$ cat src/hdl/u8u16_pkg.sv
// Shared types and constants for the UTF-8 to UTF-16 stream decoder.
`default_nettype none

package u8u16_pkg;

  localparam int unsigned CMDQ_DEPTH_DEFAULT = 4;

  localparam logic [7:0]  ASCII_LIMIT   = 8'h80;
  localparam logic [7:0]  LEAD2_BASE    = 8'hC0;
  localparam logic [7:0]  LEAD3_BASE    = 8'hE0;
  localparam logic [7:0]  LEAD4_BASE    = 8'hF0;
  localparam logic [7:0]  LEAD_LIMIT    = 8'hF8;
  localparam logic [7:0]  CONT_MASK     = 8'h3F;

  localparam logic [20:0] BMP_MAX       = 21'h00FFFF;
  localparam logic [20:0] SURR_FIRST    = 21'h00D800;
  localparam logic [20:0] SURR_LAST     = 21'h00DFFF;
  localparam logic [20:0] POINT_MAX     = 21'h10FFFF;
  localparam logic [20:0] SUPP_OFFSET   = 21'h010000;

  localparam logic [15:0] HIGH_SURR_BASE = 16'hD800;
  localparam logic [15:0] LOW_SURR_BASE  = 16'hDC00;
  localparam int unsigned SURR_BITS      = 10;  // 0x400 per surrogate half

  typedef enum logic {
    CMD_UNIT,  // one BMP code unit
    CMD_PAIR   // supplementary point, offset already removed
  } cmd_kind_t;

  typedef struct packed {
    cmd_kind_t   kind;
    logic [19:0] payload;
  } cmd_t;

endpackage

`default_nettype wire

$ cat src/hdl/utf8_to_utf16_stream_decoder_unit.sv
// Top level of the UTF-8 to UTF-16 stream decoder.
`default_nettype none

// Streams UTF-8 bytes in and UTF-16 code units out, both sides as queues.
// Push one byte per transfer while full is low; pop units while empty is
// low. A byte yields no unit (lead byte, stray continuation, rejected code
// point), one unit (ASCII or a completed BMP point) or two units (high then
// low surrogate, last_unit low on the high half). The front end takes one
// byte every cycle while the command queue has room; the emitter delivers
// one unit every cycle while units are popped, so a surrogate pair holds
// it for both halves and the command queue of CMDQ_DEPTH entries absorbs
// that. Full rises only once CMDQ_DEPTH commands wait. A byte's first unit
// passes through the command queue, then the output register. Continuation
// bytes are not checked for their top bits, and overlong forms are decoded
// as is. Surrogate points and points above 0x10FFFF are dropped silently.
module utf8_to_utf16_stream_decoder_unit
  import u8u16_pkg::*;
#(
  parameter int unsigned CMDQ_DEPTH = CMDQ_DEPTH_DEFAULT
) (
  input  wire logic        clk,
  input  wire logic        rst,
  input  wire logic        push,
  output logic             full,
  input  wire logic [7:0]  in_byte,
  output logic             empty,
  input  wire logic        pop,
  output logic [15:0]      code_unit,
  output logic             last_unit
);

  logic byte_take;
  logic cmd_valid;
  cmd_t cmd_in;
  cmd_t cmd_out;
  logic cmd_empty;
  logic cmd_pop;

  // Accept a byte whenever the command queue has room for its result.
  assign byte_take = push && !full;

  u8u16_front u_front (
    .clk       (clk),
    .rst       (rst),
    .byte_take (byte_take),
    .in_byte   (in_byte),
    .cmd_valid (cmd_valid),
    .cmd       (cmd_in)
  );

  u8u16_cmdq #(
    .DEPTH (CMDQ_DEPTH)
  ) u_cmdq (
    .clk     (clk),
    .rst     (rst),
    .wr_en   (cmd_valid),
    .wr_data (cmd_in),
    .rd_en   (cmd_pop),
    .rd_data (cmd_out),
    .empty   (cmd_empty),
    .full    (full)
  );

  // Expand commands into units; advance on every pop transfer.
  u8u16_back u_back (
    .clk       (clk),
    .rst       (rst),
    .cmd_empty (cmd_empty),
    .cmd       (cmd_out),
    .cmd_pop   (cmd_pop),
    .pop       (pop),
    .empty     (empty),
    .code_unit (code_unit),
    .last_unit (last_unit)
  );

endmodule

`default_nettype wire

$ cat src/hdl/u8u16_front.sv
// Front end: byte acceptance, sequence assembly and code point classification.
`default_nettype none

module u8u16_front
  import u8u16_pkg::*;
(
  input  wire logic       clk,
  input  wire logic       rst,
  input  wire logic       byte_take,
  input  wire logic [7:0] in_byte,
  output logic            cmd_valid,
  output cmd_t            cmd
);

  logic [1:0]  pending_count;
  logic [1:0]  pending_count_next;
  logic [20:0] partial_point;
  logic [20:0] partial_point_next;
  logic [20:0] joined;
  logic [20:0] supp;

  assign joined = {partial_point[14:0], in_byte[5:0] & CONT_MASK[5:0]};
  assign supp   = joined - SUPP_OFFSET;

  always_comb begin
    pending_count_next = pending_count;
    partial_point_next = partial_point;
    cmd_valid          = 1'b0;
    cmd.kind           = CMD_UNIT;
    cmd.payload        = {12'd0, in_byte};
    if (byte_take) begin
      if (pending_count != 2'd0) begin
        pending_count_next = pending_count - 2'd1;
        partial_point_next = joined;
        if (pending_count == 2'd1) begin
          partial_point_next = '0;
          // Drop surrogate values and values beyond the code space.
          if (joined > POINT_MAX) begin
            cmd_valid = 1'b0;
          end else if (joined >= SURR_FIRST && joined <= SURR_LAST) begin
            cmd_valid = 1'b0;
          end else if (joined <= BMP_MAX) begin
            cmd_valid   = 1'b1;
            cmd.kind    = CMD_UNIT;
            cmd.payload = {4'd0, joined[15:0]};
          end else begin
            cmd_valid   = 1'b1;
            cmd.kind    = CMD_PAIR;
            cmd.payload = supp[19:0];
          end
        end
      end else if (in_byte < ASCII_LIMIT) begin
        cmd_valid = 1'b1;
      end else if (in_byte < LEAD2_BASE) begin
        cmd_valid = 1'b0;  // stray continuation byte
      end else if (in_byte < LEAD3_BASE) begin
        partial_point_next = {16'd0, in_byte[4:0]};
        pending_count_next = 2'd1;
      end else if (in_byte < LEAD4_BASE) begin
        partial_point_next = {17'd0, in_byte[3:0]};
        pending_count_next = 2'd2;
      end else if (in_byte < LEAD_LIMIT) begin
        partial_point_next = {18'd0, in_byte[2:0]};
        pending_count_next = 2'd3;
      end
    end
  end

  always_ff @(posedge clk) begin
    if (rst) begin
      pending_count <= 2'd0;
      partial_point <= '0;
    end else begin
      pending_count <= pending_count_next;
      partial_point <= partial_point_next;
    end
  end

endmodule

`default_nettype wire

$ cat src/hdl/u8u16_cmdq.sv
// Command queue between the front end and the unit emitter.
`default_nettype none

module u8u16_cmdq
  import u8u16_pkg::*;
#(
  parameter int unsigned DEPTH = CMDQ_DEPTH_DEFAULT
) (
  input  wire logic clk,
  input  wire logic rst,
  input  wire logic wr_en,
  input  wire cmd_t wr_data,
  input  wire logic rd_en,
  output cmd_t      rd_data,
  output logic      empty,
  output logic      full
);

  localparam int unsigned AW = (DEPTH > 1) ? $clog2(DEPTH) : 1;
  localparam int unsigned CW = $clog2(DEPTH + 1);
  localparam logic [AW-1:0] LAST_SLOT = AW'(DEPTH - 1);
  localparam logic [CW-1:0] FULL_COUNT = CW'(DEPTH);

  cmd_t          slots [DEPTH];
  logic [AW-1:0] wr_ptr;
  logic [AW-1:0] rd_ptr;
  logic [CW-1:0] count;
  logic          do_wr;
  logic          do_rd;

  assign empty   = (count == '0);
  assign full    = (count == FULL_COUNT);
  assign do_wr   = wr_en && !full;
  assign do_rd   = rd_en && !empty;
  assign rd_data = slots[rd_ptr];

  always_ff @(posedge clk) begin
    if (do_wr) begin
      slots[wr_ptr] <= wr_data;
    end
  end

  always_ff @(posedge clk) begin
    if (rst) begin
      wr_ptr <= '0;
      rd_ptr <= '0;
      count  <= '0;
    end else begin
      if (do_wr) begin
        wr_ptr <= (wr_ptr == LAST_SLOT) ? '0 : wr_ptr + 1'b1;
      end
      if (do_rd) begin
        rd_ptr <= (rd_ptr == LAST_SLOT) ? '0 : rd_ptr + 1'b1;
      end
      if (do_wr && !do_rd) begin
        count <= count + 1'b1;
      end else if (do_rd && !do_wr) begin
        count <= count - 1'b1;
      end
    end
  end

endmodule

`default_nettype wire

$ cat src/hdl/u8u16_back.sv
// Back end: expands commands into UTF-16 units held in an output register.
`default_nettype none

module u8u16_back
  import u8u16_pkg::*;
(
  input  wire logic        clk,
  input  wire logic        rst,
  input  wire logic        cmd_empty,
  input  wire cmd_t        cmd,
  output logic             cmd_pop,
  input  wire logic        pop,
  output logic             empty,
  output logic [15:0]      code_unit,
  output logic             last_unit
);

  logic        out_valid;
  logic        out_valid_next;
  logic        low_due;
  logic        low_due_next;
  logic [15:0] code_unit_next;
  logic        last_unit_next;
  logic        can_load;

  assign empty    = !out_valid;
  assign can_load = !out_valid || pop;

  always_comb begin
    out_valid_next = out_valid;
    low_due_next   = low_due;
    code_unit_next = code_unit;
    last_unit_next = last_unit;
    cmd_pop        = 1'b0;
    if (can_load) begin
      out_valid_next = 1'b0;
      if (!cmd_empty) begin
        out_valid_next = 1'b1;
        if (cmd.kind == CMD_UNIT) begin
          code_unit_next = cmd.payload[15:0];
          last_unit_next = 1'b1;
          cmd_pop        = 1'b1;
        end else if (low_due) begin
          // Second half of the pair: retire the command.
          code_unit_next = LOW_SURR_BASE | {6'd0, cmd.payload[SURR_BITS-1:0]};
          last_unit_next = 1'b1;
          low_due_next   = 1'b0;
          cmd_pop        = 1'b1;
        end else begin
          code_unit_next = HIGH_SURR_BASE | {6'd0, cmd.payload[19:SURR_BITS]};
          last_unit_next = 1'b0;
          low_due_next   = 1'b1;
        end
      end
    end
  end

  always_ff @(posedge clk) begin
    if (rst) begin
      out_valid <= 1'b0;
      low_due   <= 1'b0;
    end else begin
      out_valid <= out_valid_next;
      low_due   <= low_due_next;
    end
  end

  always_ff @(posedge clk) begin
    code_unit <= code_unit_next;
    last_unit <= last_unit_next;
  end

endmodule

`default_nettype wire

$ cat config.mk
export PLATFORM = sky130hd
export DESIGN_NAME = utf8_to_utf16_stream_decoder_unit
export DESIGN_NICKNAME = d
export VERILOG_FILES = /design/src/hdl/u8u16_pkg.sv /design/src/hdl/utf8_to_utf16_stream_decoder_unit.sv /design/src/hdl/u8u16_front.sv /design/src/hdl/u8u16_cmdq.sv /design/src/hdl/u8u16_back.sv
export SDC_FILE = /design/constraint.sdc
export NUM_CORES = 1
export LEC_CHECK = 0
export ABC_AREA = 0
export BUFFER_PORTS_ARGS = -buffer_cell sky130_fd_sc_hd__buf_4
export CORE_ASPECT_RATIO = 1.1
export CORE_MARGIN = 1
export CORE_UTILIZATION = 45
export DETAILED_ROUTE_END_ITERATION = 12
export SETUP_SLACK_MARGIN = 0.1
export SYNTH_ARGS = -nofsm -noshare
export SYNTH_HDL_FRONTEND = slang
export SYNTH_SLANG_ARGS = --single-unit
$ cat constraint.sdc
create_clock -name clk -period 3.4 [get_ports clk]
set_input_delay 0.68 -clock clk [delete_from_list [all_inputs] [get_ports clk]]
set_output_delay 0.68 -clock clk [all_outputs]
set_load 0.02 [all_outputs]
# Word-level counts from Yosys, hierarchy flattened
# Memory sizes are Yosys's and may differ from the RTL's. A register that Yosys moved wholly into a read port is not among the register bits.
# Index checks and enable logic that the tools add are counted.
[classes] n_reduce_logical=19 bitwise_logic=1 n_addsub=6 n_mux=41 n_eq_ne=6 magnitude_cmp=9
[ops] operator="$mux W21" n=6
[ops] operator="$mux W15" n=7
[ops] operator="$le A21 B16 Y1 const B" n=2
[ops] operator="$lt A8 B8 Y1 const B" n=5
[ops] operator="$ge A21 B16 Y1 const B" n=1
[ops] operator="$gt A21 B21 Y1 const B" n=1
[ops] operator="$mux W2" n=10
[ops] operator="$sub A20 B17 Y20 const B" n=1
[ops] operator="$mux W16" n=1
[ops] operator="$mux W1" n=14
[ops] operator="$mux W11" n=1
[ops] operator="$logic_and A1 B1 Y1" n=6
[ops] operator="$mux W3" n=2
[ops] operator="$logic_not A1 Y1" n=5
[ops] operator="$add A2 B1 Y2 const B" n=2
[ops] operator="$eq A2 B2 Y1 const B" n=2
[ops] operator="$ne A2 B1 Y1 const B" n=2
[ops] operator="$reduce_and A4 Y1" n=1
[ops] operator="$reduce_bool A2 Y1" n=2
[ops] operator="$reduce_bool A4 Y1" n=1
[ops] operator="$add A3 B1 Y3 const B" n=1
[ops] operator="$eq A3 B3 Y1 const B" n=1
[ops] operator="$logic_not A3 Y1" n=1
[ops] operator="$reduce_and A3 Y1" n=1
[ops] operator="other kinds (6)" n=6
[totals] output_inout_bits=19 ff_bits=43 mem_count=1 input_bits=12 ram_bits=84
[mem_list] name="u_cmdq.slots" depth=4 word_bits=21 read_ports=1 rd_clocked_by_memory_dff=1 wr=1 line="u8u16_cmdq.sv:24" text="cmd_t slots [DEPTH];"

# Logic depth before layout (Yosys ltp)
[logic_depth] depth_word=12 ltp_mapped=13 mapped_depth_nobuf=13

# Hierarchy
# From an unflattened synthesis, not the netlist that was laid out.
[hier_totals] hier_cells=342 area_unflattened_um2=5444.0
[modules_own_cells] module="u8u16_cmdq" seq_area_each_um2=2702.6 area_each_um2=3537.1 cells_per_inst=159 instances=1
[modules_own_cells] module="u8u16_front" seq_area_each_um2=340.3 area_each_um2=1086.0 cells_per_inst=135 instances=1
[modules_own_cells] module="u8u16_back" seq_area_each_um2=550.5 area_each_um2=807.0 cells_per_inst=47 instances=1
[modules_own_cells] module="utf8_to_utf16_stream_decoder_unit" seq_area_each_um2=0.0 area_each_um2=13.8 cells_per_inst=1 instances=1

# Least setup slack after synthesis
# No wires, ideal clock.
[synth_path] path_type="input port to flip-flop" start="input pop" end="register u_cmdq.count[2]" path_stages=9 required_ns=3.330 path_slack_ns=0.363 arrival_time_ns=2.967 setup_ns=0.070 path_cell_list="inv_1 a21oi_1 nand2_1 ha_1 inv_1 fa_1 xor2_1 or3_1 a21oi_1"
[synth_via] elab_chain_len=6 word_cells_on_any_way=8 classes_between="2 x mux; 6 x reduce/logical"
[synth_rtl] item="from (decl)" line="utf8_to_utf16_stream_decoder_unit.sv:27" text="input wire logic pop,"
[synth_rtl] item="$logic_or A1 B1 Y1 (*)" line="u8u16_back.sv:27" text="assign can_load = !out_valid || pop;"
[synth_rtl] item="$mux W1 (*)" line="u8u16_back.sv:35" text="if (can_load) begin"
[synth_rtl] item="$logic_and A1 B1 Y1 (*)" line="u8u16_cmdq.sv:34" text="assign do_rd = rd_en && !empty;"
[synth_rtl] item="$logic_not A1 Y1" line="u8u16_cmdq.sv:55" text="if (do_wr && !do_rd) begin"
[synth_rtl] item="$logic_and A1 B1 Y1" line="u8u16_cmdq.sv:55"
[synth_rtl] item="$mux W3 / $reduce_bool A2 Y1 (equally long branches)"
[synth_rtl] item="to (signal assigned)" line="u8u16_cmdq.sv:56" text="count <= count + 1'b1;"
[synth_rtl] item="to (signal assigned)" line="u8u16_cmdq.sv:58" text="count <= count - 1'b1;"
[synth_rtl] item="to (decl)" line="u8u16_cmdq.sv:27" text="logic [CW-1:0] count;"
# Mark *: on every way between the ends. The rest lies on a longest branch, timed or not.
# A chain may end at the register's enable or synchronous reset.

# Final worst setup path
[layout_path] start="register u_cmdq.count[0]" end="register u_cmdq.count[2]"
[layout_via] elab_chain_len=8 word_cells_on_any_way=19 classes_between="2 x add/sub; 1 x eq/ne; 5 x mux; 11 x reduce/logical"
[layout_rtl] item="$eq A3 B3 Y1 (*)" line="u8u16_cmdq.sv:32" text="assign full = (count == FULL_COUNT);"
[layout_rtl] item="$logic_not A1 Y1 (*)" line="utf8_to_utf16_stream_decoder_unit.sv:40, u8u16_cmdq.sv:33"
[layout_rtl] item="$logic_and A1 B1 Y1" line="utf8_to_utf16_stream_decoder_unit.sv:40" text="assign byte_take = push && !full;"
[layout_rtl] item="$mux W1" line="u8u16_front.sv:31" text="if (byte_take) begin"
[layout_rtl] item="$logic_and A1 B1 Y1 (*)" line="u8u16_cmdq.sv:33" text="assign do_wr = wr_en && !full;"
[layout_rtl] item="named net u_cmdq.do_wr" line="u8u16_cmdq.sv:28" text="logic do_wr;"
[layout_rtl] item="$logic_not A1 Y1" line="u8u16_cmdq.sv:57" text="end else if (do_rd && !do_wr) begin"
[layout_rtl] item="$logic_and A1 B1 Y1" line="u8u16_cmdq.sv:57"
[layout_rtl] item="$reduce_bool A2 Y1 (no source line)"
# The timed path passes the listed nets; every way through them passes the cells marked *. The select of a mux whose other input is x is not followed.

==> impl_results.rst <==
.. list-table::
   :header-rows: 1

   * - Metric
     - Value
   * - Clock tree root buffer cell
     - clkbuf_16
   * - Worst setup slack after placement
     - roughly 0.14 ns
   * - Leakage Power
     - between 0.002 and 0.0025 uW
   * - Post-synthesis share of cell area spent on full adders, half adders and majority gates
     - 2.04%
   * - Run status
     - completed
   * - Count of flip-flops with a built-in enable after synthesis
     - 101
   * - Avg Inst Size Synth
     - 15.6 um2
   * - Number of vias in the routed layout
     - 2979
   * - Cell Count, Final, Fillers Out
     - about 550
   * - Wire length per cell
     - 18.8 um
   * - Initial antenna violation count
     - 0
   * - Total I/O pin count
     - 31
   * - Main flop type after synthesis
     - edfxtp_1
   * - Hold-fix buffer count after cts
     - 0
   * - Worst slew pin tran
     - approximately 0.74 ns
   * - Final setup slack of the worst path
     - 0.404 ns
   * - Routability Congestion
     - ~0.87
   * - Final critical path time including I/O delays and setup
     - approximately 3 ns
   * - Number of input and output port buffers inserted
     - 30
   * - Max-slew headroom at the worst pin
     - 50.4%
   * - Total power divided by cell area
     - ~800 nW/um2
   * - Critical Path RT
     - 3.74 ns
   * - Multi-input logic area
     - 1570 um2
   * - Worst-skew pair later-pin latency
     - 0.41 ns
   * - Yosys Warn Count
     - 0
   * - Router iterations before antenna repair
     - 4
   * - Mux cell area share after synthesis
     - 12.8%
   * - Worst Setup Path Type
     - flip-flop to flip-flop
   * - Final-report hold violation count
     - 0
   * - Maximum ir drop on the vdd rail
     - 0.384 mV
   * - Vias per cell
     - 5.45
   * - Highest clock frequency the design can meet
     - 0.334 GHz
   * - Layout Skew
     - around 0.011 ns
   * - Post-synthesis simple-gate area fraction
     - about a tenth
   * - Final total negative setup slack
     - 0 ns
   * - Initial Utilization
     - 46.0%
   * - Synth top area share
     - between 50 and 60%
   * - Capturing element type of the critical path
     - flip-flop
   * - Area leader, netlist
     - edfxtp_1
   * - Count of nets left with antenna violations after detail routing
     - 0
   * - Register bit count reported by yosys
     - 129
   * - # Max-Cap Violations
     - 0
   * - Setup Viol. Count Final
     - 0
   * - Site Rows
     - about 40
   * - Maximum number of pins on one net before global-route repair
     - 29
   * - Synth-to-Final Area Change
     - 20.5%
   * - CTS buffer count
     - 17
   * - Parity-gate share of the synthesized area counting xor and xnor cells
     - 0.665%
   * - Final WL
     - 10.3 mm
   * - Die H
     - roughly 120 um
   * - Clock H-tree levels
     - 4
   * - Leftover overflow at the end of global routing
     - 0
   * - Post-DP HPWL
     - 6.79 mm
   * - Global-route usage over all layers
     - 19.1%
   * - Via count of the first global-routing pass
     - 3129
   * - Final-report max-slew violation count
     - 0
   * - Reg area
     - 3590 um2
   * - Setup repair after global routing missed its margin
     - false
   * - Width of the die
     - ~110 um
   * - Total Nets Final
     - 404
   * - Number of standard cells after synthesis
     - around 340
   * - Cell Count Post-Placement
     - 515
   * - CTS sink cnt
     - roughly 130
   * - Unique masters post-synth
     - 46
   * - Setup bufs post-CTS
     - 0
   * - Dominant combinational cell family by area after synthesis
     - multiplexers
   * - Number of filler cells placed in the layout
     - 920
   * - Type of origin of the critical path
     - flip-flop
   * - Async set-reset flop share out of synthesis
     - 0%
   * - Die outline area
     - 12100 um2
   * - Ratio of cells with drive above 1 in the final layout
     - ~25%
   * - Wire length of the first global-routing pass
     - 16.8 mm
   * - Number of antenna cells inserted
     - 0
   * - Post-synthesis sequential area ratio
     - 68.3%
   * - Worst hold-check path type
     - flip-flop to flip-flop
   * - Leading post-synthesis cells by cell area
     - edfxtp_1 (58%), dfxtp_1 (11%), mux4_2 (9.0%), nor2_1 (2.4%), mux2_1 (1.9%)
   * - Max FO, Critical Path
     - 10
   * - Synthesized net count
     - 357
   * - Post-cts sizing count
     - 0
   * - Post-synthesis compound-gate area fraction
     - just under 5%
   * - Longest Clk Path Bufs
     - 2
   * - DRC
     - 0
   * - Final core utilization
     - 55.5%
   * - Core ar.
     - 11400 um2
   * - Final hold slack
     - between 0.4 and 0.5 ns
   * - Clock tree from TritonCTS
     - built
   * - Initial DRC Count
     - 272
   * - Area of the mapped netlist
     - 5270 um2
   * - Period utilisation layout
     - between 80% and 90%
   * - Data arrival time of the critical path
     - 3.34 ns
   * - Clock edge transition at the registers on the reported setup and hold paths
     - ~0.050 ns
## cells in the final DEF (no fill, tap or decap), types with 4 or more instances in the layout
cell       Yosys  final
edfxtp_1     101    101
buf_4          0     36
nor2_1        33     33
dfxtp_1       28     28
mux4_2        21     21
clkbuf_16      0     17
nand2_1       16     16
a21oi_1       15     14
and3_1        10     10
a22oi_1       10     10
nor3_1         9      9
mux2_1         9      9
inv_1          8      8
ha_1           7      7
mux2_2         6      6
nand2b_1       4      4
and2_1         4      4
or2_1          4      4
bufinv_16      0      4
buf_12         0      4
## stage by stage
step | power, uW | area, um2
floorplan | 2780 | 5270
global placement | 3150 | 5740
detailed placement | 3160 | 5740
CTS | 5000 | 6340
global route | 5170 | 6340
finish | 4950 | 6340
## path summary, 6_finish.rpt
kind                                                     from                       endpoint  slack [ns]  depth (start not counted)
worst min register to register  u_back.out_valid$_SDFFE_PP0N_  u_back.out_valid$_SDFFE_PP0N_        0.48                          2
worst max register to register   u_cmdq.count[0]$_SDFFE_PP0P_   u_cmdq.count[2]$_SDFFE_PP0P_        0.40                         12
worst min-delay path            u_back.out_valid$_SDFFE_PP0N_  u_back.out_valid$_SDFFE_PP0N_        0.48                          2
worst max-delay path             u_cmdq.count[0]$_SDFFE_PP0P_   u_cmdq.count[2]$_SDFFE_PP0P_        0.40                         12
## kinds of logic (layout without fill, tap and decap cells)
group | Yosys count | after routing
simple gates | 96 | 96
compound gates | 38 | 38
flops | 129 | 129
mux | 39 | 39
xor+xnor | 4 | 4
buf+inv | 23 | 83
fa+ha+maj | 8 | 8
## critical path: stages, from the launching register on
cell and delay, ns:
dfxtp_1 0.43, nor3b_2 0.09, nand2b_1 0.29, nor4_1 0.44, a311o_2 0.29, a21boi_4 0.10, inv_2 0.08, ha_1 0.17
inv_1 0.06, fa_1 0.37, xor2_1 0.18, or3_1 0.30, a21oi_1 0.13
## registers in the layout (all words and copies together), names as in the netlist, named ones only
| register | cells |
|---|---|
| u_back.low_due | 1 |
| u_cmdq.wr_ptr | 2 |
| u_back.code_unit | 16 |
| u_back.out_valid | 1 |
| u_cmdq.count | 3 |
| u_front.partial_point | 15 |
| u_cmdq.rd_ptr | 2 |
| u_back.last_unit | 1 |
| u_front.pending_count | 2 |
| u_cmdq.slots | 84 |
## final cells by class
class	count	area share (%)
sequential	129	56.6
multi-input combinational	185	24.7
clock buffer	20	6.88
timing repair buffer	40	5.52
tap	150	2.96
clock inverter	12	2.60
inverter	11	0.651
## cell usage after synthesis (2+ instances only)
master	number
dfxtp_1	28
nor3_1	9
mux2i_1	3
edfxtp_1	101
nor2_1	33
nand2_1	16
and3_1	10
mux2_2	6
nor2b_1	2
or2_1	4
nand2b_1	4
nand4_1	3
o211ai_1	2
nand3_1	3
clkbuf_1	7
a22oi_1	10
inv_2	3
inv_1	8
o21ai_0	2
ha_1	7
and2_1	4
buf_6	2
xor2_1	3
buf_2	3
mux2_1	9
mux4_2	21
a21oi_1	15
## per-layer routing
layer	wire length, um	vias up	GRT usage, %
met5	0	-	0
met4	142	0	8.17
met3	537	10	5.40
met2	5110	85	31.8
met1	4470	1489	23.5
li1	-	1395	-
## where the power goes
part           switching [uW]  internal [uW]
Combinational             586            481
Clock                     619           1220
Sequential               81.9           1970
(Power assumes the default switching activity.)
